## config.mk

```make
export PLATFORM = sky130hd
export DESIGN_NAME = sobth_window
export DESIGN_NICKNAME = d
export VERILOG_FILES = /design/src/design/sobth_pkg.sv /design/src/design/sobth_window.sv
export SDC_FILE = /design/constraint.sdc
export NUM_CORES = 1
export LEC_CHECK = 0
export BUFFER_PORTS_ARGS = -buffer_cell sky130_fd_sc_hd__clkbuf_2
export CELL_PAD_IN_SITES_DETAIL_PLACEMENT = 0
export CELL_PAD_IN_SITES_GLOBAL_PLACEMENT = 1
export CORE_ASPECT_RATIO = 0.75
export CORE_MARGIN = 5
export CORE_UTILIZATION = 42
export CTS_BUF_LIST = sky130_fd_sc_hd__clkbuf_4 sky130_fd_sc_hd__clkbuf_8
export DETAILED_ROUTE_END_ITERATION = 7
export GPL_TIMING_DRIVEN = 0
export PLACE_DENSITY = 0.84
export SLEW_MARGIN = 5
export SYNTH_ARGS = -nofsm -noshare
export SYNTH_HDL_FRONTEND = slang
export SYNTH_SLANG_ARGS = --single-unit
```

## constraint.sdc

```tcl
create_clock -name clk_i -period 3.2 [get_ports clk_i]
set_input_delay 0.64 -clock clk_i [delete_from_list [all_inputs] [get_ports clk_i]]
set_output_delay 0.64 -clock clk_i [all_outputs]
set_load 0.01 [all_outputs]
```

## src/design/sobth_pkg.sv

```systemverilog
// ----------------------------------------------------------------------------
// sobth_pkg
// shared types and constants of the sobel edge threshold block
// ----------------------------------------------------------------------------
package sobth_pkg;

  localparam int PIX_W     = 8;   // gray pixel
  localparam int CFG_W     = 11;  // width of each configuration register
  localparam int COORD_W   = 10;  // centre coordinate fields
  localparam int GRAD_W    = 11;  // signed sobel gradient
  localparam int SQ_W      = 21;  // one squared gradient
  localparam int MAG_W     = 22;  // gx^2 + gy^2
  localparam int THR_SQ_W  = 23;  // (threshold + 1)^2
  localparam int APB_AW    = 4;
  localparam int APB_DW    = 32;
  localparam int OUT_DW    = 24;

  localparam logic [CFG_W-1:0] WIDTH_RST  = 11'd640;
  localparam logic [CFG_W-1:0] HEIGHT_RST = 11'd480;
  localparam logic [CFG_W-1:0] THRESH_RST = 11'd100;
  localparam logic [CFG_W-1:0] MIN_DIM    = 11'd3;

  typedef enum logic [1:0] {
    REG_WIDTH  = 2'd0,
    REG_HEIGHT = 2'd1,
    REG_THRESH = 2'd2
  } reg_idx_e;

  typedef struct packed {
    logic [CFG_W-1:0]    width;
    logic [CFG_W-1:0]    height;
    logic [THR_SQ_W-1:0] thr_sq;
  } cfg_t;

  // per item tag that rides along the pipeline
  typedef struct packed {
    logic               emit;
    logic [COORD_W-1:0] col;
    logic [COORD_W-1:0] row;
    logic               last;
  } tag_t;

endpackage

```

## src/design/sobth_window.sv

```systemverilog
// ----------------------------------------------------------------------------
// sobth_window
// two column 3x3 window history and sobel gradient register
// ----------------------------------------------------------------------------
module sobth_window (
  input  logic                                clk_i,
  input  logic                                rst_ni,
  input  logic                                adv_i,
  input  logic                                valid_i,
  input  logic [sobth_pkg::PIX_W-1:0]         top_i,
  input  logic [sobth_pkg::PIX_W-1:0]         mid_i,
  input  logic [sobth_pkg::PIX_W-1:0]         bot_i,
  input  sobth_pkg::tag_t                     tag_i,
  output logic                                valid_o,
  output logic signed [sobth_pkg::GRAD_W-1:0] gx_o,
  output logic signed [sobth_pkg::GRAD_W-1:0] gy_o,
  output sobth_pkg::tag_t                     tag_o
);
  import sobth_pkg::*;

  // [0..2] column x-2 top/mid/bot, [3..5] column x-1
  logic [PIX_W-1:0]         win_q [6];
  logic                     valid_q;
  logic signed [GRAD_W-1:0] gx_q, gy_q, gx_d, gy_d;
  tag_t                     tag_q;
  logic [PIX_W+1:0]         gx_pos, gx_neg, gy_pos, gy_neg;
  logic                     fire;

  assign fire = adv_i & valid_i;

  always_comb begin
    gx_pos = {2'b0, win_q[2]} + {1'b0, win_q[5], 1'b0} + {2'b0, bot_i};
    gx_neg = {2'b0, win_q[0]} + {1'b0, win_q[3], 1'b0} + {2'b0, top_i};
    gy_pos = {2'b0, top_i} + {1'b0, mid_i, 1'b0} + {2'b0, bot_i};
    gy_neg = {2'b0, win_q[0]} + {1'b0, win_q[1], 1'b0} + {2'b0, win_q[2]};
    gx_d   = signed'({1'b0, gx_pos}) - signed'({1'b0, gx_neg});
    gy_d   = signed'({1'b0, gy_pos}) - signed'({1'b0, gy_neg});
  end

  always_ff @(posedge clk_i or negedge rst_ni) begin
    if (!rst_ni) begin
      valid_q <= 1'b0;
      for (int i = 0; i < 6; i++) begin
        win_q[i] <= '0;
      end
    end else begin
      if (adv_i) begin
        valid_q <= valid_i;
      end
      if (fire) begin
        win_q[0] <= win_q[3];
        win_q[1] <= win_q[4];
        win_q[2] <= win_q[5];
        win_q[3] <= top_i;
        win_q[4] <= mid_i;
        win_q[5] <= bot_i;
      end
    end
  end

  always_ff @(posedge clk_i) begin
    if (fire) begin
      gx_q  <= gx_d;
      gy_q  <= gy_d;
      tag_q <= tag_i;
    end
  end

  assign valid_o = valid_q;
  assign gx_o    = gx_q;
  assign gy_o    = gy_q;
  assign tag_o   = tag_q;

endmodule

```

# --- Word-level counts from Yosys, hierarchy flattened ---
# Cells that the tools add are included.
word_totals:
  regBits: 93
  wordCells: 24
  output_inout_bits: 45
  inputBits: 50
op_classes:
  addsub: 10
  bitwise: 1
op_table:
  columns: ["cell", "n"]
  rows:
  - ["adder 10 x 8 -> 10 bit", 4]
  - ["adder 8 x 9 -> 10 bit", 4]
  - ["subtractor 10 x 10 -> 11 bit", 2]
  - ["AND 1 bit", 1]

# --- Depth between registers and ports, before layout ---
depth:
  word_depth: 3
  depth_mapped: 15
  depth_no_buf: 15

# --- Least setup slack after synthesis ---
# No wires, ideal clock.
synth_timing:
  path_type: "input-to-reg"
  from: "input port top_i[5] (netlist bit)"
  to: "register gx_q[8], in the netlist gx_o[8] (data pin)"
  path_slack_ns: -0.527
  t_required_ns: 2.942
  stages: 12
  setup_time_ns: 0.258
  arrival_time_ns: 3.469
  path_buffers: 0
  cell_sequence: "inv_1 -> fa_1 -> fa_1 -> inv_1 -> fa_1 -> inv_1 -> ha_1 -> and2_4 -> a311oi_2 -> o21ai_2 -> o31ai_4 -> xnor2_1"
synth_via:
  elab_chain_len: 2
synth_rtl:
  columns: ["element", "line_no", "text"]
  rows:
  - ["from (decl)", "sobth_window.sv:10", "input logic [sobth_pkg::PIX_W-1:0] top_i,"]
  - ["adder 10 x 8 -> 10 bit", "sobth_window.sv:33", "gx_neg = {2'b0, win_q[0]} + {1'b0, win_q[3], 1'b0} + {2'b0, top_i};"]
  - ["subtractor 10 x 10 -> 11 bit", "sobth_window.sv:36", "gx_d = signed'({1'b0, gx_pos}) - signed'({1'b0, gx_neg});"]
  - ["named net gx_d[8]", "sobth_window.sv:24", "logic signed [GRAD_W-1:0] gx_q, gy_q, gx_d, gy_d;"]
  - ["to (signal assigned)", "sobth_window.sv:63", "gx_q <= gx_d;"]
  - ["to (decl)", "sobth_window.sv:24", null]
# The timed path passes the listed nets, and every way through them passes these cells.
# A chain may end at the register's enable or synchronous reset.

# --- Worst setup path after layout ---
layout_timing:
  from: "register win_q[26] (netlist bit)"
  to: "register gy_q[6], in the netlist gy_o[6] (data pin)"
layout_via:
  elab_chain_len: 2
layout_rtl:
  columns: ["element", "line_no", "text"]
  rows:
  - ["from (decl)", "sobth_window.sv:22", "logic [PIX_W-1:0] win_q [6];"]
  - ["adder 10 x 8 -> 10 bit", "sobth_window.sv:35", "gy_neg = {2'b0, win_q[0]} + {1'b0, win_q[1], 1'b0} + {2'b0, win_q[2]};"]
  - ["subtractor 10 x 10 -> 11 bit", "sobth_window.sv:37", "gy_d = signed'({1'b0, gy_pos}) - signed'({1'b0, gy_neg});"]
  - ["named net gy_d[6]", "sobth_window.sv:24", null]
  - ["to (signal assigned)", "sobth_window.sv:64", "gy_q <= gy_d;"]
  - ["to (decl)", "sobth_window.sv:24", null]
# The timed path passes the listed nets, and every way through them passes these cells.

==> results.sh <==
export IMPL_port_buffers=94
export IMPL_setup_slack_ns=-0.231
export IMPL_crit_path_max_fanout=3
export IMPL_drive_gt1_share_pct=34.9
export IMPL_drtAntennaViolNets=0
export IMPL_hp_class="input port to asynchronous set/reset pin"
export IMPL_die_x_microns=142
export IMPL_route_vias_total=3546
export IMPL_path_class="flip-flop to flip-flop"
export IMPL_synth_commonest_cells="127 x inv_1, 62 x fa_1, 49 x dfrtp_1"
export IMPL_clkSlewWorstSetupHoldPaths_ns=0.09
export IMPL_yosysWarnings=0
export IMPL_reg2regPathDepth=12
export IMPL_synth_largest_area_cell="edfxtp_1"
export IMPL_rows=36
export IMPL_grt_overflow_total=0
export IMPL_timing_fmax_ghz=0.291
export IMPL_clock_sinks=93
export IMPL_htreeDepth=3
export IMPL_nNetsFinal=719
export IMPL_yosysUniqueCellTypes=35
export IMPL_dieArea_sq_um=15500
export IMPL_p_sw_uw=3380
export IMPL_synth_most_common_cell="inv_1"
export IMPL_grt_pass1_wl_microns=18500
export IMPL_clk_latency_ns=0.37
export IMPL_finalWeightedCongestion=0.813
export IMPL_tns_ns=-1.36
export IMPL_swShare_pct=40.2
export IMPL_tightestPinTransition_ns=0.656
export IMPL_multi_input_area_sq_um=2680
export IMPL_die_h_microns=109
export IMPL_gr_usage_all_layers_pct=15.4
export IMPL_r2r_end="gy_o[6]$_DFFE_PP_"
export IMPL_antenna_cells=0
export IMPL_drt_total_wl_microns=11400
export IMPL_violations="setup timing"
export IMPL_synth_seq_cells=93
export IMPL_firstDrtPassIters=5
export IMPL_startpoint="win_q[26]$_DFFE_PN0P_"
export IMPL_first_global_vias=3768
export IMPL_drtIter0Drc=162
export IMPL_regArea_sq_um=2550
export IMPL_max_cap_violations=0
export IMPL_cts_root_buf="clkbuf_8"
export IMPL_finalSetupViolCount=10
export IMPL_cts_max_path_buffers=2
export IMPL_start_util_pct=42.6
export IMPL_synth_net_count=597
export IMPL_power_total_uw=8410
export IMPL_final_cell_area_sq_um=6810
export IMPL_synth_top_flop_cell="dfrtp_1"
export IMPL_max_vdd_ir_drop_v=0.000634
export IMPL_grt_max_degree=50
export IMPL_p_per_area_nw_per_um2=1240
export IMPL_rsz0062_at_grt="yes"
export IMPL_fillers=1131
export IMPL_p_leak_uw=0.00319
export IMPL_reg2reg_slack_ns=-0.23
export IMPL_finalCritPeriodShare_pct=107
export IMPL_core_area_sq_um=12900
export IMPL_ys_seq_area_share_pct=46.4
export IMPL_synth_top_area_share_pct=24.1
export IMPL_dp_hpwl_microns=8990
export IMPL_p_comb_share_pct=67.9
export IMPL_pre_cts_slack_ns=-0.690
export IMPL_post_place_cells=727
export IMPL_antenna_found_initial=0
export IMPL_endpoint="gy_o[6]$_DFFE_PP_"
export IMPL_final_cells=759
export IMPL_required_ns=3.32
export IMPL_skew_ns=0.0112
export IMPL_critPathLaunchType="flip-flop"
export IMPL_cp_end_kind="flip-flop"
export IMPL_slew_violations=0
export IMPL_synthCells=461
export IMPL_rr_startpoint="win_q[26]$_DFFE_PN0P_"
export IMPL_syn2layout_area_growth_pct=24.2
export IMPL_drc=0
export IMPL_pwr_share_clk_pct=9.7
export IMPL_cts_made_buffers=9
export IMPL_syn_area_sq_um=5490
export IMPL_p_seq_share_pct=22.4
export IMPL_worstPathArrival_ns=3.55
export IMPL_postCtsHoldBufs=0
export IMPL_synthArstFlopShare_pct=52.7
export IMPL_cts_tree="yes"
export IMPL_placed_area_sq_um=6330
export IMPL_viasPerCell=4.67
export IMPL_internal_power_uw=5030
export IMPL_synth_edf_count=44
export IMPL_maxSlewHeadroom_pct=56.2
export IMPL_pin_count=95
export IMPL_synth_avg_cell_area_sq_um=11.9
export IMPL_hold_violations=0
export IMPL_wire_per_inst_microns=15.0
export IMPL_synth_area_leaders="edfxtp_1 24%, fa_1 23%, dfrtp_1 22%"
export IMPL_status="finished with violations"
export IMPL_period_minus_slack_ns=3.43
power by group through the flow:
stage	Clock, uW	Combinational, uW	Sequential [uW]
detailed placement	0	4740	1910
floorplan	0	3600	1980
global route	886	6340	1910
CTS	835	5060	1890
global placement	0	4610	1900
finish	817	5710	1880
routing by layer:
layer | vias up | part of all wire, % | track usage, %
met5 | - | 0 | 0
met4 | 0 | 1.0 | 3.49
met3 | 12 | 6.0 | 3.64
met2 | 76 | 51 | 26.7
met1 | 1790 | 42 | 20.0
li1 | 1668 | - | -
timing repair:
action / CTS / global route
pin swaps: 21 / 12
endpoints found under the hold margin: 0 / 0
endpoints found under the setup margin: 11 / 14
gates resized for setup: 16 / 29
buffers inserted: 7 / 9
worst min-delay path by stage:
stage | startpoint | endpoint | slack [ns] | cells past startpoint
after global routing | rst_ni | win_q[2]$_DFFE_PN0P_ | 0.34 | 1
final | rst_ni | win_q[2]$_DFFE_PN0P_ | 0.29 | 1
after detailed placement | win_q[42]$_DFFE_PN0P_ | win_q[42]$_DFFE_PN0P_ | 0.47 | 2
after CTS | tag_i[9] | tag_o[9]$_DFFE_PP_ | 0.42 | 1
after global placement | win_q[10]$_DFFE_PN0P_ | win_q[34]$_DFFE_PN0P_ | 0.46 | 2
after floorplan | rst_ni | valid_o$_DFFE_PN0P_ | 0.34 | 0
cell families (layout without fill, tap and decap cells):
kind of cell               Yosys count  in the layout  share of synthesized area, %
muxes                               10             10                          2.05
buffers and inverters              136            263                          9.33
DFF                                 93             93                          46.4
adders and majority gates           86             86                          28.1
xor gates and xnor gates            14             14                          2.23
AOI/OAI and AO/OA                   64             64                          7.34
and+or+nand+nor                     58             58                          4.52
flip-flops by register name (all words and copies together), names as in the netlist:
signal	flops
gy_o	11
tag_o	22
win_q	48
valid_o	1
gx_o	11
final cells by class:
cell class	instances	share of cell area (%)
multi-input cells	232	39.3
clock buffers	14	2.46
inverters	128	7.24
plain buffers	8	0.478
clock inverters	2	0.514
repair buffers	111	9.50
flip-flops and latches	93	37.4
well taps	171	3.14
worst max-delay path, cell delays in order (launching register included):
cell	delay (ns)
dfrtp_1	0.39
inv_2	0.06
fa_1	0.49
fa_1	0.52
inv_2	0.04
fa_2	0.57
inv_2	0.06
ha_4	0.22
a21o_1	0.17
a21oi_4	0.21
nor2_1	0.08
a211oi_2	0.23
xnor2_2	0.13
cells in the final DEF, fill, tap and decap left out, drive strengths merged:
cell	instances
clkinv	1
o31ai	2
nand3	2
a21oi	4
edfxtp	44
ha	24
inv	128
mux2	10
o21ai	45
buf	20
nor2	5
o2bb2ai	1
o2111ai	1
or2b	1
fa	62
a311oi	1
bufinv	1
clkbuf	113
o41ai	1
xor2	3
o21a	2
a31o	1
a31oi	1
xnor2	11
and2	1
nand2	42
dfrtp	49
nor2b	3
nand4	2
a21o	3
a211oi	2
nand2b	2
metrics by stage:
| step | hold WS [ns] | util, % |
|---|---|---|
| 5_1_grt | 0.341 | 52.9 |
| 2_1_floorplan | 0.344 | - |
| 6_report | 0.290 | 52.9 |
| 3_3_place_gp | 0.457 | 49.0 |
| 4_1_cts | 0.424 | 51.6 |
| 3_5_place_dp | 0.473 | 49.1 |
No activity file was read; power rests on OpenSTA's default activity.
