### config.mk
export PLATFORM = sky130hd
export DESIGN_NAME = sobth_magnitude
export DESIGN_NICKNAME = d
export VERILOG_FILES = /design/src/design/sobth_pkg.sv /design/src/design/sobth_magnitude.sv
export SDC_FILE = /design/constraint.sdc
export NUM_CORES = 1
export LEC_CHECK = 0
export BUFFER_PORTS_ARGS = -buffer_cell sky130_fd_sc_hd__buf_4
export CAP_MARGIN = 0
export CORE_UTILIZATION = 50
export CTS_BUF_LIST = sky130_fd_sc_hd__clkbuf_4 sky130_fd_sc_hd__clkbuf_8
export CTS_CLUSTER_DIAMETER = 100
export CTS_CLUSTER_SIZE = 30
export DETAILED_ROUTE_END_ITERATION = 8
export PLACE_DENSITY = 0.74
export SLEW_MARGIN = 25
export SYNTH_ARGS = -nofsm -noshare
export SYNTH_HDL_FRONTEND = slang
export SYNTH_SLANG_ARGS = --single-unit
### constraint.sdc
create_clock -name clk_i -period 4.5 [get_ports clk_i]
set_input_delay 0.45 -clock clk_i [delete_from_list [all_inputs] [get_ports clk_i]]
set_output_delay 0.45 -clock clk_i [all_outputs]
set_load 0.02 [all_outputs]
### src/design/sobth_pkg.sv
// ----------------------------------------------------------------------------
// sobth_pkg
// shared types and constants of the sobel edge threshold block
// ----------------------------------------------------------------------------
package sobth_pkg;

  localparam int PIX_W     = 8;   // gray pixel
  localparam int CFG_W     = 11;  // width of each configuration register
  localparam int COORD_W   = 10;  // centre coordinate fields
  localparam int GRAD_W    = 11;  // signed sobel gradient
  localparam int SQ_W      = 21;  // one squared gradient
  localparam int MAG_W     = 22;  // gx^2 + gy^2
  localparam int THR_SQ_W  = 23;  // (threshold + 1)^2
  localparam int APB_AW    = 4;
  localparam int APB_DW    = 32;
  localparam int OUT_DW    = 24;

  localparam logic [CFG_W-1:0] WIDTH_RST  = 11'd640;
  localparam logic [CFG_W-1:0] HEIGHT_RST = 11'd480;
  localparam logic [CFG_W-1:0] THRESH_RST = 11'd100;
  localparam logic [CFG_W-1:0] MIN_DIM    = 11'd3;

  typedef enum logic [1:0] {
    REG_WIDTH  = 2'd0,
    REG_HEIGHT = 2'd1,
    REG_THRESH = 2'd2
  } reg_idx_e;

  typedef struct packed {
    logic [CFG_W-1:0]    width;
    logic [CFG_W-1:0]    height;
    logic [THR_SQ_W-1:0] thr_sq;
  } cfg_t;

  // per item tag that rides along the pipeline
  typedef struct packed {
    logic               emit;
    logic [COORD_W-1:0] col;
    logic [COORD_W-1:0] row;
    logic               last;
  } tag_t;

endpackage

### src/design/sobth_magnitude.sv
// ----------------------------------------------------------------------------
// sobth_magnitude
// squared gradient stage and threshold compare
// ----------------------------------------------------------------------------
module sobth_magnitude (
  input  logic                                clk_i,
  input  logic                                rst_ni,
  input  logic                                adv_i,
  input  logic                                valid_i,
  input  logic signed [sobth_pkg::GRAD_W-1:0] gx_i,
  input  logic signed [sobth_pkg::GRAD_W-1:0] gy_i,
  input  sobth_pkg::tag_t                     tag_i,
  input  logic [sobth_pkg::THR_SQ_W-1:0]      thr_sq_i,
  output logic                                valid_o,
  output logic                                edge_o,
  output sobth_pkg::tag_t                     tag_o
);
  import sobth_pkg::*;

  logic signed [2*GRAD_W-1:0] px, py;
  logic [SQ_W-1:0]            sqx_q, sqy_q;
  logic [MAG_W-1:0]           mag;
  logic                       valid_q;
  tag_t                       tag_q;

  assign px = gx_i * gx_i;
  assign py = gy_i * gy_i;

  always_ff @(posedge clk_i or negedge rst_ni) begin
    if (!rst_ni) begin
      valid_q <= 1'b0;
    end else if (adv_i) begin
      valid_q <= valid_i;
    end
  end

  always_ff @(posedge clk_i) begin
    if (adv_i && valid_i) begin
      sqx_q <= px[SQ_W-1:0];
      sqy_q <= py[SQ_W-1:0];
      tag_q <= tag_i;
    end
  end

  assign mag     = {1'b0, sqx_q} + {1'b0, sqy_q};
  assign edge_o  = {1'b0, mag} >= thr_sq_i;
  assign valid_o = valid_q;
  assign tag_o   = tag_q;

endmodule
**Word-level counts from Yosys, hierarchy flattened**

Cells that the tools add are included.

- Multiply operators: 2
- Reductions and logical operators: 1
- Add/subtract/negate cells: 1
- Magnitude comparators: 1

Operator list:

| kind | count |
|---|---|
| $mul A11 B11 Y21 | 2 |
| $ge A22 B23 Y1 | 1 |
| $add A21 B21 Y22 | 1 |
| $logic_and A1 B1 Y1 | 1 |

- Input bits: 71
- Flip-flop bits (word level): 65
- Output and inout bits: 24

**Logic depth before layout (Yosys ltp)**

Gate-level depths: netlist of the first run.

- Word-level depth: 2
- Mapped depth: 21
- Depth with buffers taken out: 20

**Worst setup path before layout of the first run**

Ideal clock, no wire load.

- Path kind: input to register
- Start: input gy_i[10] in the netlist's numbering
- End: register sqy_q[19] (data pin)
- Arrival: 5.049 ns
- Setup time: 0.258 ns
- Setup slack: -0.807 ns
- Stages: 20
- Data required time: 4.242 ns
- Buffers on the path: 2
- Cells stage by stage: clkbuf_1 clkbuf_1 and2_1 fa_1 inv_1 fa_1 inv_1 fa_1 fa_1 inv_1 fa_1 inv_1 ha_1 a21o_1 a21oi_1 nand3_1 o21ai_1 o21bai_1 a21oi_1 xnor2_1

- Word-level cells in the longest chain between the ends: 1

RTL lines:

| what | RTL line | source |
|---|---|---|
| start: declaration | sobth_magnitude.sv:11 | `input logic signed [sobth_pkg::GRAD_W-1:0] gy_i,` |
| $mul A11 B11 Y21 | sobth_magnitude.sv:27 | `assign py = gy_i * gy_i;` |
| named net py[19] | sobth_magnitude.sv:20 | `logic signed [2*GRAD_W-1:0] px, py;` |
| end signal: assignment | sobth_magnitude.sv:40 | `sqy_q <= py[SQ_W-1:0];` |
| end: declaration | sobth_magnitude.sv:21 | `logic [SQ_W-1:0] sqx_q, sqy_q;` |

The timed path passes the listed nets, and every way through them passes these cells.
A chain may end at the register's enable or synchronous reset.

**Final worst setup path of the first run**

- Start: input gx_i[9] in the netlist's numbering
- End: register sqx_q[20] (data pin)

- Word-level cells in the longest chain between the ends: 1

RTL lines:

| what | RTL line | source |
|---|---|---|
| start: declaration | sobth_magnitude.sv:10 | `input logic signed [sobth_pkg::GRAD_W-1:0] gx_i,` |
| $mul A11 B11 Y21 | sobth_magnitude.sv:26 | `assign px = gx_i * gx_i;` |
| named net px[20] | sobth_magnitude.sv:20 |  |
| end signal: assignment | sobth_magnitude.sv:39 | `sqx_q <= px[SQ_W-1:0];` |
| end: declaration | sobth_magnitude.sv:21 |  |

The timed path passes the listed nets, and every way through them passes these cells.

==> flow_metrics.tcl, run 1 <==
set metrics [dict create \
    netSwitchingFraction 0.442 \
    hold_depth 1 \
    combPwrFrac 0.862 \
    path_class "input pin to flop" \
    rows 54 \
    syn_to_final_growth_pct 29.6 \
    intPower_mw 7.07 \
    grt.overflow.total 0 \
    rsz0062_at_grt "yes" \
    synth-seq-area-share 0.165 \
    p_clk_frac 0.039 \
    numCtsBuffers 9 \
    place_area_um2 13900 \
    fmax_mhz 215 \
    finalWorstSetupSlack_ns -0.143 \
    pwr-share-seq 0.099 \
    dieArea_um2 23400 \
    cpPeakStageDelay_ns 0.53 \
    cpLargestDelayFamily "adder cells" \
    first_pass_iters 6 \
    final_cells 1687 \
    r2r-start "valid_o" \
    vias_per_cell 5.03 \
    htreeDepth 3 \
    period_needed_ns 4.64 \
    synthMuxAreaShare 0.00274 \
    outcome "finished with violations" \
    worst_pin_slew_ns 0.801 \
    fillers 1629 \
    power_density_nw_per_um2 856 \
    final_core_util 0.669 \
    synth_compound_area_frac 0.0850 \
    root_buffer "clkbuf_8" \
    cpMaxStageDelayCell "fa_1" \
    synth_edf_count 62 \
    die_h_um 153 \
    clock_latency_ns 0.36 \
    clock_skew_ns 0 \
    startpoint "gx_i[9]" \
    synth_top_area_share 0.349 \
    yosys.area_share.simple 0.0976 \
    violations "setup timing" \
    synth-adder-area-share 0.489 \
    fin_area_um2 14800 \
    finalSetupViolCount 4 \
    synth.area.top_cells "fa_1 35%, edfxtp_1 16%, ha_1 14%" \
    cts.sinks 63 \
    syn_area_um2 11400 \
    grt_pass1_vias 9008 \
    async_reset_ff_frac 0.0159 \
    initial_core_util 0.516 \
    ir_drop_v 0.000638 \
    antenna_found_initial 0 \
    drive_gt1_frac 0.323 \
    postRouteAntennaNets 0 \
    postSynthCellCount 1135 \
    hpwl_mm 20.6 \
    grt_pass1_wl_mm 41.2 \
    cts_tree "done" \
    gr-usage-all-layers 0.221 \
    synth_warnings 0 \
    power_switching_mw 5.59 \
    cp_cell_sequence "buf_8 -> and2_4 -> fa_1 -> fa_1 -> fa_1 -> fa_1 -> inv_1 -> fa_1 -> inv_2 -> ha_4 -> a211o_1 -> o32a_1 -> nor3_2 -> o31ai_2 -> a31oi_1 -> xnor2_1" \
    synth_top_family_by_area "adder cells" \
    cts_buffer_depth 2 \
    max_slew_margin 0.466 \
    grt_max_degree 35 \
    required_ns 4.61 \
    synth_cell_types 60 \
    reg2reg_to "valid_o" \
    worstHoldPathType "input pin to flop" \
    rrSetupSlack_ns 3.76 \
    hold_viol 0 \
    synth_xor_xnor_area_share 0.0553 \
    drt_iter0_drc 342 \
    route.detailed.drc 0 \
    wl_per_cell_um 14.7 \
    yosys.area.top_type "fa_1" \
    synth_seq_cells 63 \
    vias 8481 \
    pin_count 95 \
    maxCapViolCount 0 \
    clk_pin_slew_worst_paths_ns 0.07 \
    synthMostInstantiatedCell "inv_1" \
    cp.depth 16 \
    ys.flop_type "edfxtp_1" \
    syn_nets 1532 \
    avgSynthCellArea_um2 10.0 \
    crit_path_end_kind "flop" \
    cp_max_fo 5 \
    cp.arrival_ns 4.75 \
    crit_top_cell "fa_1" \
    synthTopCellsByCount "291 x inv_1, 199 x fa_1, 127 x ha_1, 68 x nand2_1, 62 x edfxtp_1" \
    min_to "tag_o[9]" \
    critPathLaunchType "input pin" \
    worst-r2r-cell-count 1 \
    hp-start "tag_i[9]" \
    n_antenna_cell 0 \
    chipWidth_um 153 \
    timing.final.crit_share 1.03 \
    p_leak_nw 7.41 \
    wirelength_mm 24.8 \
    dp_cells 1653 \
    core_area_um2 22100 \
    fin_nets 1799 \
    portBuffers 94 \
    place_congestion 0.842 \
    critPathBufInv 3 \
    finalMaxSlewViolations 0 \
]
[flip-flops by register name, indices dropped and copies added (netlist names)]
signal,flops
valid_o,1
tag_o,22
sqy_q,20
sqx_q,20
[cells in the final DEF, fill, tap and decap left out, types with 11 or more instances in the layout]
cell type / instances
inv_1: 263
buf_4: 262
fa_1: 191
ha_1: 106
edfxtp_1: 62
xnor2_1: 60
nand2_1: 56
and2_1: 39
a21o_1: 25
a21oi_1: 22
inv_2: 22
nor2_1: 20
ha_4: 18
nor2b_1: 17
a21oi_2: 16
nand2b_1: 13
and2_4: 12
buf_6: 12
xor2_1: 11
[power groups by stage]
stage	logic, mW	clock network, mW	registers (mW)
3_5_place_dp	9.75	0	1.26
2_1_floorplan	7.03	0	1.24
4_1_cts	10.3	0.500	1.25
6_report	10.9	0.489	1.25
5_1_grt	12.2	0.524	1.26
3_3_place_gp	9.43	0	1.26
[kinds of logic (layout without fill, tap and decap cells)]
group	count (synthesis)	after routing
simple gates	214	214
compound gates	137	137
flops	63	63
mux	3	3
xor+xnor	72	72
buf+inv	320	592
fa+ha+maj	326	326
[per-stage QoR]
stage / hold slack, ns / setup slack (ns) / setup TNS (ns) / total power, mW
floorplan: 0.154 / -0.422 / -3.15 / 8.27
global placement: 0.226 / -0.485 / -6.70 / 10.7
detailed placement: 0.226 / -0.577 / -8.27 / 11.0
CTS: 0.240 / -0.133 / -0.394 / 12.0
global route: 0.237 / -0.297 / -2.05 / 14.0
finish: 0.259 / -0.143 / -0.403 / 12.7
[metal layers]
| layer | routed length, um | up-vias | global-route usage |
|---|---|---|---|
| met5 | 0 | - | 0 |
| met4 | 257 | 0 | 0.0418 |
| met3 | 881 | 24 | 0.0295 |
| met2 | 13500 | 165 | 0.407 |
| met1 | 10200 | 4236 | 0.277 |
| li1 | - | 4056 | - |
[what timing repair did]
item	4_1_cts	5_1_grt
hold endpoints to repair	1	0
hold buffers	1	0
gates resized for setup	68	68
pin swaps	41	66
buffers inserted	7	10
endpoints found under the setup margin	14	17
[how the worst max path moves through the flow]
stage	endpoint	slack, ns
floorplan	sqy_q[19]	-0.42
global placement	sqx_q[20]	-0.48
detailed placement	sqx_q[20]	-0.58
CTS	edge_o	-0.13
global route	edge_o	-0.30
finish	sqx_q[20]	-0.14
[area by class of cell]
cell class	instances	area [um^2]	area share
Multi-Input combinational cell	752	8950	0.605
Timing Repair Buffer	285	2290	0.155
Sequential cell	63	1890	0.128
Inverter	291	1110	0.0753
Tap cell	280	350	0.0237
Clock buffer	10	131	0.00889
Clock inverter	6	61.3	0.00415
(Power assumes the default switching activity.)
==> run 2: changes to the inputs <==
==> constraint.sdc (replaced) <==
create_clock -name clk_i -period 4.5 [get_ports clk_i]
set_input_delay 0.225 -clock clk_i [delete_from_list [all_inputs] [get_ports clk_i]]
set_output_delay 0.225 -clock clk_i [all_outputs]
set_load 0.02 [all_outputs]
==> run 2 against run 1 <==
Compared with the run above:
- the flow now finishes without violations
- die area is the same
- sequential power is essentially flat
- core utilization down 2.6 points
- sequential cell count unchanged
- highest routed layer unchanged
==> flow_metrics.tcl, run 2 (same netlist as run 1, synthesis figures left out) <==
set metrics [dict create \
    path_class "flop to primary output" \
    grt_pass1_vias 9141 \
    vias 8250 \
    place_congestion 0.834 \
    hpwl_mm 19.9 \
    rrSetupSlack_ns 3.76 \
    drive_gt1_frac 0.275 \
    mostFrequentLayoutCells "276 x inv_1, 245 x buf_4, 195 x fa_1" \
    cpLargestDelayFamily "compound AO/OA/AOI/OAI gates" \
    intPower_mw 6.50 \
    p_clk_frac 0.042 \
    crit_top_cell "a21oi_2" \
    clock_skew_ns 0 \
    finalSetupTns_ns 0 \
    drt_iter0_drc 300 \
    largest_reg_flops 22 \
    dieArea_um2 23400 \
    wirelength_mm 22.9 \
    grt_max_degree 55 \
    ir_drop_v 0.000556 \
    cp_cell_sequence "ha_4 -> a21oi_2 -> o21ai_2 -> o31a_4 -> a31oi_4 -> a21oi_2 -> o41ai_2 -> xnor2_1 -> ha_1 -> and4b_1 -> nand4_1 -> or3_4 -> o22ai_2 -> o21ba_2 -> o31ai_1 -> buf_4" \
    die_h_um 153 \
    numCtsBuffers 9 \
    clk_pin_slew_worst_paths_ns 0.07 \
    cpMaxStageDelayCell "or3_4" \
    final_core_util 0.643 \
    worst-r2r-cell-count 1 \
    crit_path_end_kind "primary output" \
    worstHoldPathType "input pin to flop" \
    hold_viol 0 \
    pwr-share-seq 0.107 \
    vias_per_cell 4.98 \
    rsz0062_at_grt "yes" \
    critPathBufInv 1 \
    portBuffers 94 \
    grt.overflow.total 0 \
    cpPeakStageDelay_ns 0.45 \
    root_buffer "clkbuf_8" \
    timing.final.crit_share 0.974 \
    power_density_nw_per_um2 818 \
    critPathCapture "edge_o" \
    gr-usage-all-layers 0.214 \
    p_leak_nw 7.19 \
    fin_nets 1768 \
    period_needed_ns 4.38 \
    postRouteAntennaNets 0 \
    power_switching_mw 5.12 \
    syn_to_final_growth_pct 24.5 \
    fillers 1747 \
    htreeDepth 3 \
    cts_buffer_depth 2 \
    n_antenna_cell 0 \
    cp_max_fo 4 \
    maxCapViolCount 0 \
    outcome "finished clean" \
    cp.depth 16 \
    grt_pass1_wl_mm 40.5 \
    worst_pin_slew_ns 0.700 \
    chipWidth_um 153 \
    wl_per_cell_um 13.8 \
    core_area_um2 22100 \
    cp.arrival_ns 4.16 \
    r2r-start "valid_o" \
    critPathLaunchType "flop" \
    antenna_found_initial 0 \
    initial_core_util 0.516 \
    finalMaxSlewViolations 0 \
    cts.sinks 63 \
    fmax_mhz 228 \
    startpoint "sqx_q[5]" \
    first_pass_iters 6 \
    finalSetupViolCount 0 \
    reg2reg_to "valid_o" \
    pin_count 95 \
    max_slew_margin 0.534 \
    netSwitchingFraction 0.440 \
    rows 54 \
    clock_latency_ns 0.36 \
    route.detailed.drc 0 \
    required_ns 4.28 \
    final_common_cell "inv_1" \
    cts_tree "done" \
    combPwrFrac 0.851 \
]
-- run 2: cell count changes in the layout (fill, tap and decap cells not counted), sizes merged --
cell and change:
buf -31, clkinvlp -1, inv +1
-- run 2: how the worst min path moves through the flow --
| stage | startpoint | slack [ns] | to | cells after the start |
|---|---|---|---|---|
| after floorplan | rst_ni | -0.07 | valid_o | 0 |
| after global placement | rst_ni | 0.0001 | valid_o | 1 |
| after detailed placement | rst_ni | 0.001 | valid_o | 1 |
| after CTS | tag_i[6] | 0.01 | tag_o[6] | 1 |
| after global routing | tag_i[6] | 0.005 | tag_o[6] | 1 |
| final | tag_i[6] | 0.03 | tag_o[6] | 1 |
-- run 2: metrics by stage --
stage | hold WS, ns | area, um^2 | instances | power, mW | setup WS (ns)
floorplan | -0.0706 | 11800 | 1135 | 8.14 | -0.197
global placement | 0.000111 | 13700 | 1633 | 10.4 | -0.254
detailed placement | 0.00102 | 13700 | 1633 | 10.7 | -0.309
CTS | 0.0125 | 14000 | 1651 | 11.3 | 0.00279
global route | 0.00527 | 14200 | 1656 | 12.9 | -0.0977
finish | 0.0332 | 14200 | 1656 | 11.6 | 0.118
-- run 2: what timing repair did --
item | CTS | global route
endpoints found under the setup margin | 1 | 14
hold buffers | 1 | 0
pin swaps | 6 | 26
resized for setup | 5 | 51
endpoints found under the hold margin | 1 | 0
buffers inserted | 1 | 5
-- run 2: layout make-up --
type | instances | area, um^2 | area share
clock buffers | 10 | 131 | 0.00925
clock inverters | 6 | 61.3 | 0.00432
inverters | 291 | 1100 | 0.0773
multi-input cells | 752 | 8720 | 0.614
flip-flops and latches | 63 | 1890 | 0.133
well taps | 280 | 350 | 0.0247
repair buffers | 254 | 1950 | 0.137
-- run 2: layer usage --
metal	part of all wire	track usage
met1	0.42	0.265
met5	0	0
met3	0.042	0.0383
met4	0.011	0.0418
met2	0.53	0.390
-- run 2: power groups by stage --
stage / logic (mW) / clock network [mW] / registers, mW
4_1_cts: 9.54 / 0.500 / 1.24
6_report: 9.88 / 0.488 / 1.25
2_1_floorplan: 6.90 / 0 / 1.24
5_1_grt: 11.1 / 0.527 / 1.26
3_5_place_dp: 9.44 / 0 / 1.25
3_3_place_gp: 9.17 / 0 / 1.25
