File: src/design/sobth_pkg.sv
// ----------------------------------------------------------------------------
// sobth_pkg
// shared types and constants of the sobel edge threshold block
// ----------------------------------------------------------------------------
package sobth_pkg;

  localparam int PIX_W     = 8;   // gray pixel
  localparam int CFG_W     = 11;  // width of each configuration register
  localparam int COORD_W   = 10;  // centre coordinate fields
  localparam int GRAD_W    = 11;  // signed sobel gradient
  localparam int SQ_W      = 21;  // one squared gradient
  localparam int MAG_W     = 22;  // gx^2 + gy^2
  localparam int THR_SQ_W  = 23;  // (threshold + 1)^2
  localparam int APB_AW    = 4;
  localparam int APB_DW    = 32;
  localparam int OUT_DW    = 24;

  localparam logic [CFG_W-1:0] WIDTH_RST  = 11'd640;
  localparam logic [CFG_W-1:0] HEIGHT_RST = 11'd480;
  localparam logic [CFG_W-1:0] THRESH_RST = 11'd100;
  localparam logic [CFG_W-1:0] MIN_DIM    = 11'd3;

  typedef enum logic [1:0] {
    REG_WIDTH  = 2'd0,
    REG_HEIGHT = 2'd1,
    REG_THRESH = 2'd2
  } reg_idx_e;

  typedef struct packed {
    logic [CFG_W-1:0]    width;
    logic [CFG_W-1:0]    height;
    logic [THR_SQ_W-1:0] thr_sq;
  } cfg_t;

  // per item tag that rides along the pipeline
  typedef struct packed {
    logic               emit;
    logic [COORD_W-1:0] col;
    logic [COORD_W-1:0] row;
    logic               last;
  } tag_t;

endpackage

File: src/design/sobth_regs.sv
// ----------------------------------------------------------------------------
// sobth_regs
// apb register file: image size and edge threshold, (threshold + 1) squared
// ----------------------------------------------------------------------------
module sobth_regs (
  input  logic                         clk_i,
  input  logic                         rst_ni,
  input  logic                         psel,
  input  logic                         penable,
  input  logic                         pwrite,
  input  logic [sobth_pkg::APB_AW-1:0] paddr,
  input  logic [sobth_pkg::APB_DW-1:0] pwdata,
  output logic [sobth_pkg::APB_DW-1:0] prdata,
  output logic                         pready,
  output sobth_pkg::cfg_t              cfg_o
);
  import sobth_pkg::*;

  // threshold + 1 at reset, already widened to the square's width
  localparam logic [THR_SQ_W-1:0] THR_P1_RST = THR_SQ_W'(THRESH_RST) + THR_SQ_W'(1);

  logic [CFG_W-1:0]    width_q, height_q, thresh_q;
  logic [THR_SQ_W-1:0] thr_sq_q;
  logic [CFG_W:0]      thr_p1;
  logic                wr_en;
  reg_idx_e            idx;

  assign pready = 1'b1;
  assign wr_en  = psel & penable & pwrite;
  assign idx    = reg_idx_e'(paddr[3:2]);
  assign thr_p1 = {1'b0, thresh_q} + {{CFG_W{1'b0}}, 1'b1};

  always_ff @(posedge clk_i or negedge rst_ni) begin
    if (!rst_ni) begin
      width_q  <= WIDTH_RST;
      height_q <= HEIGHT_RST;
      thresh_q <= THRESH_RST;
      thr_sq_q <= THR_P1_RST * THR_P1_RST;
    end else begin
      thr_sq_q <= THR_SQ_W'(thr_p1) * THR_SQ_W'(thr_p1);
      if (wr_en) begin
        case (idx)
          REG_WIDTH:  width_q  <= pwdata[CFG_W-1:0];
          REG_HEIGHT: height_q <= pwdata[CFG_W-1:0];
          REG_THRESH: thresh_q <= pwdata[CFG_W-1:0];
          default: ;
        endcase
      end
    end
  end

  always_comb begin
    case (idx)
      REG_WIDTH:  prdata = APB_DW'(width_q);
      REG_HEIGHT: prdata = APB_DW'(height_q);
      REG_THRESH: prdata = APB_DW'(thresh_q);
      default:    prdata = '0;
    endcase
  end

  assign cfg_o.width  = width_q;
  assign cfg_o.height = height_q;
  assign cfg_o.thr_sq = thr_sq_q;

endmodule

File: config.mk
export PLATFORM = sky130hd
export DESIGN_NAME = sobth_regs
export DESIGN_NICKNAME = d
export VERILOG_FILES = /design/src/design/sobth_pkg.sv /design/src/design/sobth_regs.sv
export SDC_FILE = /design/constraint.sdc
export NUM_CORES = 1
export LEC_CHECK = 0
export ABC_CLOCK_PERIOD_IN_PS = 13900
export BUFFER_PORTS_ARGS = -buffer_cell sky130_fd_sc_hd__buf_2
export CAP_MARGIN = 20
export CORE_ASPECT_RATIO = 1.2
export CORE_UTILIZATION = 54
export DETAILED_ROUTE_END_ITERATION = 8
export PLACE_DENSITY = 0.85
export SLEW_MARGIN = 20
export SYNTH_ARGS = -nofsm -noshare
export SYNTH_HDL_FRONTEND = slang
export SYNTH_SLANG_ARGS = --single-unit
File: constraint.sdc
create_clock -name clk_i -period 13.9 [get_ports clk_i]
set_clock_uncertainty 0.05 [all_clocks]
set_input_delay 0 -clock clk_i [delete_from_list [all_inputs] [get_ports clk_i]]
set_output_delay 0 -clock clk_i [all_outputs]
set_load 0.05 [all_outputs]
* Word-level counts from Yosys, hierarchy flattened
Index checks and enable logic that the tools add are counted.
Word-level totals: register bits 56, output and inout port bits 78
Operators by class: equal/unequal tests 2, muxes and demuxes 1, reduce and logical (&&, ||, !) cells 4, bitwise operators 2, multiply operators 1, add/sub/neg operators 1
Operators by type and width (count):
- 11-bit one-hot mux with 3 select lines | 1
- 12-bit by 12-bit multiplier with 23-bit output | 1
- 11-bit by 1-bit adder with 12-bit output (second input constant) | 1
- 2-bit AND reduction | 3
- 1-bit AND | 2
- 2-bit by 1-bit equality test with 1-bit output (second input constant) | 1
- 2-bit equality test (second input constant) | 1
- 2-bit logical NOT | 1

* Depth between registers and ports, before layout
Gate-level depths: netlist of the first run.
word-level depth 3, gate-level depth with buffers 25, gate-level depth less buffers 23

* Worst setup path before layout of the first run
Ideal clock, no wire load.
path type flip-flop to flip-flop, start register thresh_q[5], end register thr_sq_q[22], required time 13.770 ns, setup time 0.080 ns, path slack 7.805 ns, buffers on the path 0, cell stages (with the launch flop) 24, data arrival time 5.965 ns, cells stage by stage dfstp_2 > and4_1 > and3_4 > nand2_1 > nor2_1 > xor2_1 > nand2_1 > fa_1 > inv_1 > fa_1 > inv_1 > fa_1 > inv_1 > fa_1 > inv_1 > fa_1 > inv_1 > ha_1 > and3_1 > nand2_1 > a2111oi_2 > o31ai_1 > a21oi_1 > xnor2_1
On the way: word-level cells in the longest chain between the ends 2
RTL lines:
- from (decl) | RTL line sobth_regs.sv:22 | logic [CFG_W-1:0] width_q, height_q, thresh_q;
- from (signal assigned) | RTL line sobth_regs.sv:45 | REG_THRESH: thresh_q <= pwdata[CFG_W-1:0];
- 11-bit by 1-bit adder with 12-bit output | RTL line sobth_regs.sv:31 | assign thr_p1 = {1'b0, thresh_q} + {{CFG_W{1'b0}}, 1'b1};
- 12-bit by 12-bit multiplier with 23-bit output | RTL line sobth_regs.sv:40 | thr_sq_q <= THR_SQ_W'(thr_p1) * THR_SQ_W'(thr_p1);
- to (signal assigned) | RTL line sobth_regs.sv:38 | thr_sq_q <= THR_P1_RST * THR_P1_RST;
- to (signal assigned) | RTL line sobth_regs.sv:40
- to (decl) | RTL line sobth_regs.sv:23 | logic [THR_SQ_W-1:0] thr_sq_q;
No other way between the ends. A chain may end at the register's enable or synchronous reset.

* Worst setup path after layout of the first run
start register thresh_q[0], end register thr_sq_q[22]
On the way: word-level cells in the longest chain between the ends 2
RTL lines:
- 11-bit by 1-bit adder with 12-bit output | RTL line sobth_regs.sv:31
- named net thr_p1[0] | RTL line sobth_regs.sv:24 | logic [CFG_W:0] thr_p1;
- 12-bit by 12-bit multiplier with 23-bit output | RTL line sobth_regs.sv:40
The timed path passes the listed nets, and every way through them passes these cells.

==> impl_metrics.env, run 1 <==
export IMPL_outcome="complete, no violations"
export IMPL_wl_met3_um=867
export IMPL_start_util_pct=56.08
export IMPL_h_tree_depth=2
export IMPL_dp_slack_ns=6.982
export IMPL_areaGrowthSynthToFinish_pct=12.16
export IMPL_dr_pass1_iters=5
export IMPL_hp_class="primary input to register"
export IMPL_async_flop_share_pct=100.0
export IMPL_vias_per_cell=5.170
export IMPL_fmax_ghz=0.1397
export IMPL_synth_area_um2=6247
export IMPL_hpwlAfterDp_mm=10.62
export IMPL_rsz0062_at_grt="false"
export IMPL_setup_ws_ns=6.743
export IMPL_totalNegativeSetupSlack_ns=0
export IMPL_wl_met1_mm=4.751
export IMPL_syn_avg_cell_area_um2=9.686
export IMPL_drv_slew=0
export IMPL_cts_made_buffers=5
export IMPL_die_x_um=100.2
export IMPL_drt_first_iter_violations=331
export IMPL_cts_tree="done"
export IMPL_syn_inst=645
export IMPL_gp_routability_congestion=0.9118
export IMPL_io_buffers=72
export IMPL_ant_nets=0
export IMPL_clock_sinks=55
export IMPL_critPathKind="register to register"
export IMPL_instances_no_fill=890
export IMPL_grt_pass1_wl_mm=22.09
export IMPL_grt_overflow_total=0
export IMPL_min_period_ns=7.157
export IMPL_synth_edf_count=0
export IMPL_layout_drive_gt1_share_pct=19.02
export IMPL_clk_latency_ns=0.29
export IMPL_cp_required_ns=14.06
export IMPL_dr_total_vias=4601
export IMPL_postCtsSetupRepairBufs=0
export IMPL_wl_met2_mm=7.270
export IMPL_antenna_found_initial=0
export IMPL_path_clk_slew_ns=0.07
export IMPL_first_global_vias=4826
export IMPL_cp_start_kind="register"
export IMPL_fin_crit_sh_pct=51.49
export IMPL_ff2ff_path_depth=22
export IMPL_core_area_um2=11140
export IMPL_yosysWarnings=0
export IMPL_ys_seq_elements=55
export IMPL_end_kind="register"
export IMPL_die_h_um=119.8
export IMPL_worstPathMaxFanout=11
export IMPL_drt_total_wl_mm=13.22
export IMPL_num_rows=42
export IMPL_layout_common_cells="inv_1 (141), fa_1 (81), buf_2 (72), nand2_1 (56), ha_1 (56)"
export IMPL_tightest_slew_ns=1.026
export IMPL_max_slew_margin_pct=31.12
export IMPL_layout_commonest_cell="inv_1"
export IMPL_root_buffer="clkbuf_16"
export IMPL_grt_max_degree=56
export IMPL_setup_viol=0
export IMPL_timing_max_cap_violations=0
export IMPL_seq_area_frac_synth_pct=22.39
export IMPL_ys_types=45
export IMPL_top_layer="met4"
export IMPL_diodes=0
export IMPL_final_nets=913
export IMPL_dp_cells=870
export IMPL_synth_ff_type="dfrtp_1"
export IMPL_fin_util_pct=62.89
export IMPL_clockBufferDepth=2
export IMPL_hold_viol=0
export IMPL_io_pins=119
export IMPL_track_usage_pct=23.41
export IMPL_post_drt_wl_per_cell_um=14.85
export IMPL_die_area_um2=12000
export IMPL_hold_depth=4
export IMPL_crit_arrival_ns=7.32
export IMPL_remaining_drc_errors=0
==> timing repair <==
item / 4_1_cts / 5_1_grt
gates resized for setup: 0 / 0
endpoints found under the hold margin: 70 / 0
hold buffers: 12 / 0
==> Yosys cell counts, types with 2 or more instances <==
library cell    n  share of area [%]
inv_1         141                8.5
fa_1           81                 26
ha_1           56                 11
nand2_1        56                3.4
nor2_1         40                2.4
dfrtp_1        37                 15
mux2_2         31                5.6
a21oi_1        24                1.9
buf_4          23                2.8
o21ai_0        22                1.8
xnor2_1        20                2.8
dfstp_2        18                7.6
mux2i_1        11                1.8
xor2_1         11                1.5
clkbuf_1        9               0.54
nor2b_1         8               0.80
and2_1          6               0.60
nand3_1         6               0.48
nor3_1          5               0.40
a21o_1          3               0.36
and3_1          3               0.30
and4_1          3               0.42
a31oi_1         2               0.20
and3_4          2               0.36
conb_1          2               0.12
nand2b_1        2               0.20
nor4_1          2               0.20
o21bai_1        2               0.24
o31ai_1         2               0.24
or2_2           2               0.20
==> registers in the layout (all words and copies together) (netlist names) <==
name,cells
height_q,11
thr_sq_q,22
width_q,11
thresh_q,11
==> layer usage <==
layer	up-vias	GRT usage [%]
li1	2120	-
met3	32	3.727
met1	2265	27.33
met5	-	0
met2	184	43.36
met4	0	7.428
==> per-stage QoR <==
step	cell area (um2)	hold WS (ns)
finish	7007	0.1758
CTS	7007	0.1781
global placement	6720	0.1145
detailed placement	6720	0.1207
floorplan	6360	-0.3456
global route	7007	0.2064
==> area by class of cell <==
class / instances / area (um2)
multi-input cells: 444 / 4208
fillers: 902 / 4134
flip-flops and latches: 55 / 1399
inverters: 142 / 538.0
repair buffers: 87 / 503.0
well taps: 154 / 192.7
clock buffers: 6 / 128.9
clock inverters: 2 / 37.54
==> path summary, 6_finish.rpt <==
check                             from      endpoint  slack (ns)
max                        thresh_q[0]  thr_sq_q[22]        6.74
min                            penable   width_q[10]        0.18
max reg2reg                thresh_q[0]  thr_sq_q[22]        6.74
min reg2reg                height_q[3]   height_q[3]        0.48
max in group asynchronous       rst_ni   thresh_q[7]       13.03
min in group asynchronous       rst_ni    width_q[5]        0.32
==> worst max-delay path: stages (launching register included) <==
cell and delay (ns):
dfrtp_1 0.69, inv_1 0.33, nor2_1 0.37, and4_1 0.26, xor2_1 0.48, nand2_1 0.21, fa_1 0.55, inv_1 0.08
fa_1 0.55, inv_1 0.06, fa_1 0.52, inv_1 0.06, fa_1 0.54, inv_1 0.06, fa_1 0.53, inv_1 0.04
ha_1 0.36, and3_1 0.24, nand2_1 0.13, a2111oi_2 0.45, o31ai_1 0.17, a21oi_1 0.20, xnor2_1 0.15
==> cells by family after synthesis <==
logic type | Yosys count | share of synthesized area, %
AOI/OAI and AO/OA | 60 | 5.488
other | 2 | 0.1202
and+or+nand+nor | 140 | 10.39
DFF | 55 | 22.39
adders and majority gates | 137 | 37.17
muxes | 43 | 7.591
buffers and inverters | 176 | 12.06
xor gates and xnor gates | 32 | 4.787
Power of run 1 is left out: the tool's default activity adds up to more than one toggle a clock period on the data nets, which glitch-free logic cannot reach.
==> run 2: changes to the inputs <==
--- a/config.mk
+++ b/config.mk
@@ -5,13 +5,13 @@
 export SDC_FILE = /design/constraint.sdc
 export NUM_CORES = 1
 export LEC_CHECK = 0
-export ABC_CLOCK_PERIOD_IN_PS = 13900
+export ABC_CLOCK_PERIOD_IN_PS = 6000
 export BUFFER_PORTS_ARGS = -buffer_cell sky130_fd_sc_hd__buf_2
 export CAP_MARGIN = 20
 export CORE_ASPECT_RATIO = 1.2
-export CORE_UTILIZATION = 54
+export CORE_UTILIZATION = 52
 export DETAILED_ROUTE_END_ITERATION = 8
-export PLACE_DENSITY = 0.85
+export PLACE_DENSITY = 0.86
 export SLEW_MARGIN = 20
 export SYNTH_ARGS = -nofsm -noshare
 export SYNTH_HDL_FRONTEND = slang
==> constraint.sdc (replaced) <==
create_clock -name clk_i -period 6 [get_ports clk_i]
set_clock_uncertainty 0.05 [all_clocks]
set_input_delay 0 -clock clk_i [delete_from_list [all_inputs] [get_ports clk_i]]
set_output_delay 0 -clock clk_i [all_outputs]
set_load 0.05 [all_outputs]
==> run 2 against run 1 <==
Wire length is 25% higher. Critical path depth is 1 higher. First-iteration DRC count is 24% lower. Non-clock buffer count is 70 higher. Core utilization is 4.9 points higher. Critical path type unchanged. Via count is 12% higher. Largest cell class unchanged. Design area is 12% higher. Final cell count is 8.2% higher. Fmax is 20% higher. Count of clock-buffer cells in the layout is 1 lower. Sequential share of layout area is 2.2 points lower.
==> impl_metrics.env, run 2 (synthesis results as in run 1) <==
export IMPL_outcome="complete, no violations"
export IMPL_vias_per_cell=5.333
export IMPL_crit_start="thresh_q[5]"
export IMPL_io_buffers=72
export IMPL_path_clk_slew_ns=0.08
export IMPL_cp_slowest_cell="fa_1"
export IMPL_critPathKind="register to register"
export IMPL_layout_commonest_cell="inv_1"
export IMPL_areaGrowthSynthToFinish_pct=26.16
export IMPL_first_global_vias=5278
export IMPL_cp_required_ns=6.13
export IMPL_hp_class="primary input to register"
export IMPL_hold_viol=0
export IMPL_cpPeakStageDelay_ns=0.57
export IMPL_h_tree_depth=2
export IMPL_dp_cells=931
export IMPL_io_pins=119
export IMPL_crit_arrival_ns=6.08
export IMPL_instances_no_fill=963
export IMPL_largest_register="thr_sq_q"
export IMPL_end_kind="register"
export IMPL_rr_endpoint="thr_sq_q[21]"
export IMPL_fin_crit_sh_pct=99.23
export IMPL_dr_total_vias=5136
export IMPL_root_buffer="clkbuf_16"
export IMPL_gp_routability_congestion=0.9529
export IMPL_diodes=0
export IMPL_drt_total_wl_mm=16.57
export IMPL_grt_overflow_total=0
export IMPL_cp_start_kind="register"
export IMPL_drv_slew=0
export IMPL_stdcell_area_um2=7881
export IMPL_layout_common_cells="inv_1 (129), fa_1 (80), buf_2 (72), buf_4 (69), ha_1 (48)"
export IMPL_die_h_um=122.1
export IMPL_clock_sinks=55
export IMPL_antenna_found_initial=0
export IMPL_cp_depth=23
export IMPL_fmax_ghz=0.1680
export IMPL_worstPathMaxFanout=4
export IMPL_remaining_drc_errors=0
export IMPL_die_area_um2=12460
export IMPL_crit_end="thr_sq_q[21]"
export IMPL_critPathMostFrequentCell="fa_1"
export IMPL_dr_pass1_iters=5
export IMPL_fin_util_pct=67.82
export IMPL_final_nets=983
export IMPL_min_period_ns=5.954
export IMPL_layout_drive_gt1_share_pct=33.37
export IMPL_post_drt_wl_per_cell_um=17.21
export IMPL_tightest_slew_ns=0.7412
export IMPL_placedInstanceArea_um2=7169
export IMPL_setup_viol=0
export IMPL_cp_num_buf_inv=7
export IMPL_core_area_um2=11620
export IMPL_grt_max_degree=56
export IMPL_start_util_pct=53.76
export IMPL_ff2ff_path_depth=23
export IMPL_track_usage_pct=25.54
export IMPL_drt_first_iter_violations=253
export IMPL_cts_tree="done"
export IMPL_crit_family="adder cells"
export IMPL_grt_pass1_wl_mm=24.12
export IMPL_hpwlAfterDp_mm=11.39
export IMPL_ant_nets=0
export IMPL_hold_depth=4
export IMPL_path_cells="and4_4 > and3_4 > buf_6 > and3_4 > xnor2_4 > clkinv_4 > nand2_4 > fa_1 > inv_2 > fa_1 > inv_2 > fa_1 > inv_1 > fa_1 > inv_2 > fa_1 > inv_2 > ha_4 > a21oi_1 > o21ai_1 > or2_2 > o311ai_2 > nor3_2"
export IMPL_die_x_um=102.1
export IMPL_setup_ws_ns=0.04609
export IMPL_ff2ff_setup_slack_ns=0.05
export IMPL_timing_max_cap_violations=0
export IMPL_fillers=817
export IMPL_clk_latency_ns=0.31
export IMPL_max_slew_margin_pct=50.48
export IMPL_dp_slack_ns=-0.1611
export IMPL_num_rows=43
export IMPL_largest_register_ffs=22
export IMPL_clockBufferDepth=2
export IMPL_cts_made_buffers=5
export IMPL_timing_rr_start="thresh_q[5]"
-- run 2: cell count changes in the layout (fill, tap and decap cells not counted), sizes merged --
cell / delta
buf: +70
clkbuf: -1
clkinv: +1
-- run 2: stage by stage --
step,hold WS [ns],TNS (ns)
after floorplan,-0.3456,0
after global placement,0.1088,0
after detailed placement,0.1091,-0.5789
after CTS,0.1710,0
after global routing,0.2096,-0.5235
final,0.1718,0
-- run 2: cell type report --
class / instances / area [um2] / area share, %
inverter: 142 / 538.0 / 6.826
clock inverter: 3 / 46.29 / 0.5874
sequential: 55 / 1399 / 17.75
tap: 157 / 196.4 / 2.492
clock buffer: 5 / 125.1 / 1.588
timing repair buffer: 157 / 1044 / 13.24
multi-input combinational: 444 / 4533 / 57.52
-- run 2: what timing repair did --
| action | in CTS | in global routing |
|---|---|---|
| hold buffers | 12 | 0 |
| setup buffers | 0 | 12 |
| hold endpoints to repair | 70 | 0 |
| cloned | 0 | 0 |
| setup endpoints to repair | 10 | 10 |
| gates resized for setup | 20 | 58 |
| pin swaps | 10 | 38 |
-- run 2: worst min path at each step --
stage                  from          end  slack, ns
global placement     rst_ni  thr_sq_q[5]       0.11
detailed placement   rst_ni  thr_sq_q[5]       0.11
global route        penable  width_q[10]       0.21
floorplan            rst_ni  height_q[0]      -0.35
CTS                 penable  width_q[10]       0.17
finish              penable  width_q[10]       0.17
-- run 2: worst min-delay path: stages --
cell and delay [ns]:
buf_2 0.09, nand3_1 0.10, nor3_1 0.08, mux2_2 0.22
-- run 2: layer usage --
| layer | up-vias | share of wire [%] | global-route usage (%) |
|---|---|---|---|
| li1 | 2256 | - | - |
| met1 | 2517 | 34 | 27.73 |
| met2 | 268 | 53 | 46.64 |
| met3 | 95 | 5.6 | 3.959 |
| met4 | 0 | 6.9 | 14.37 |
| met5 | - | 0 | 0 |
Power of run 2 is left out for the same reason.
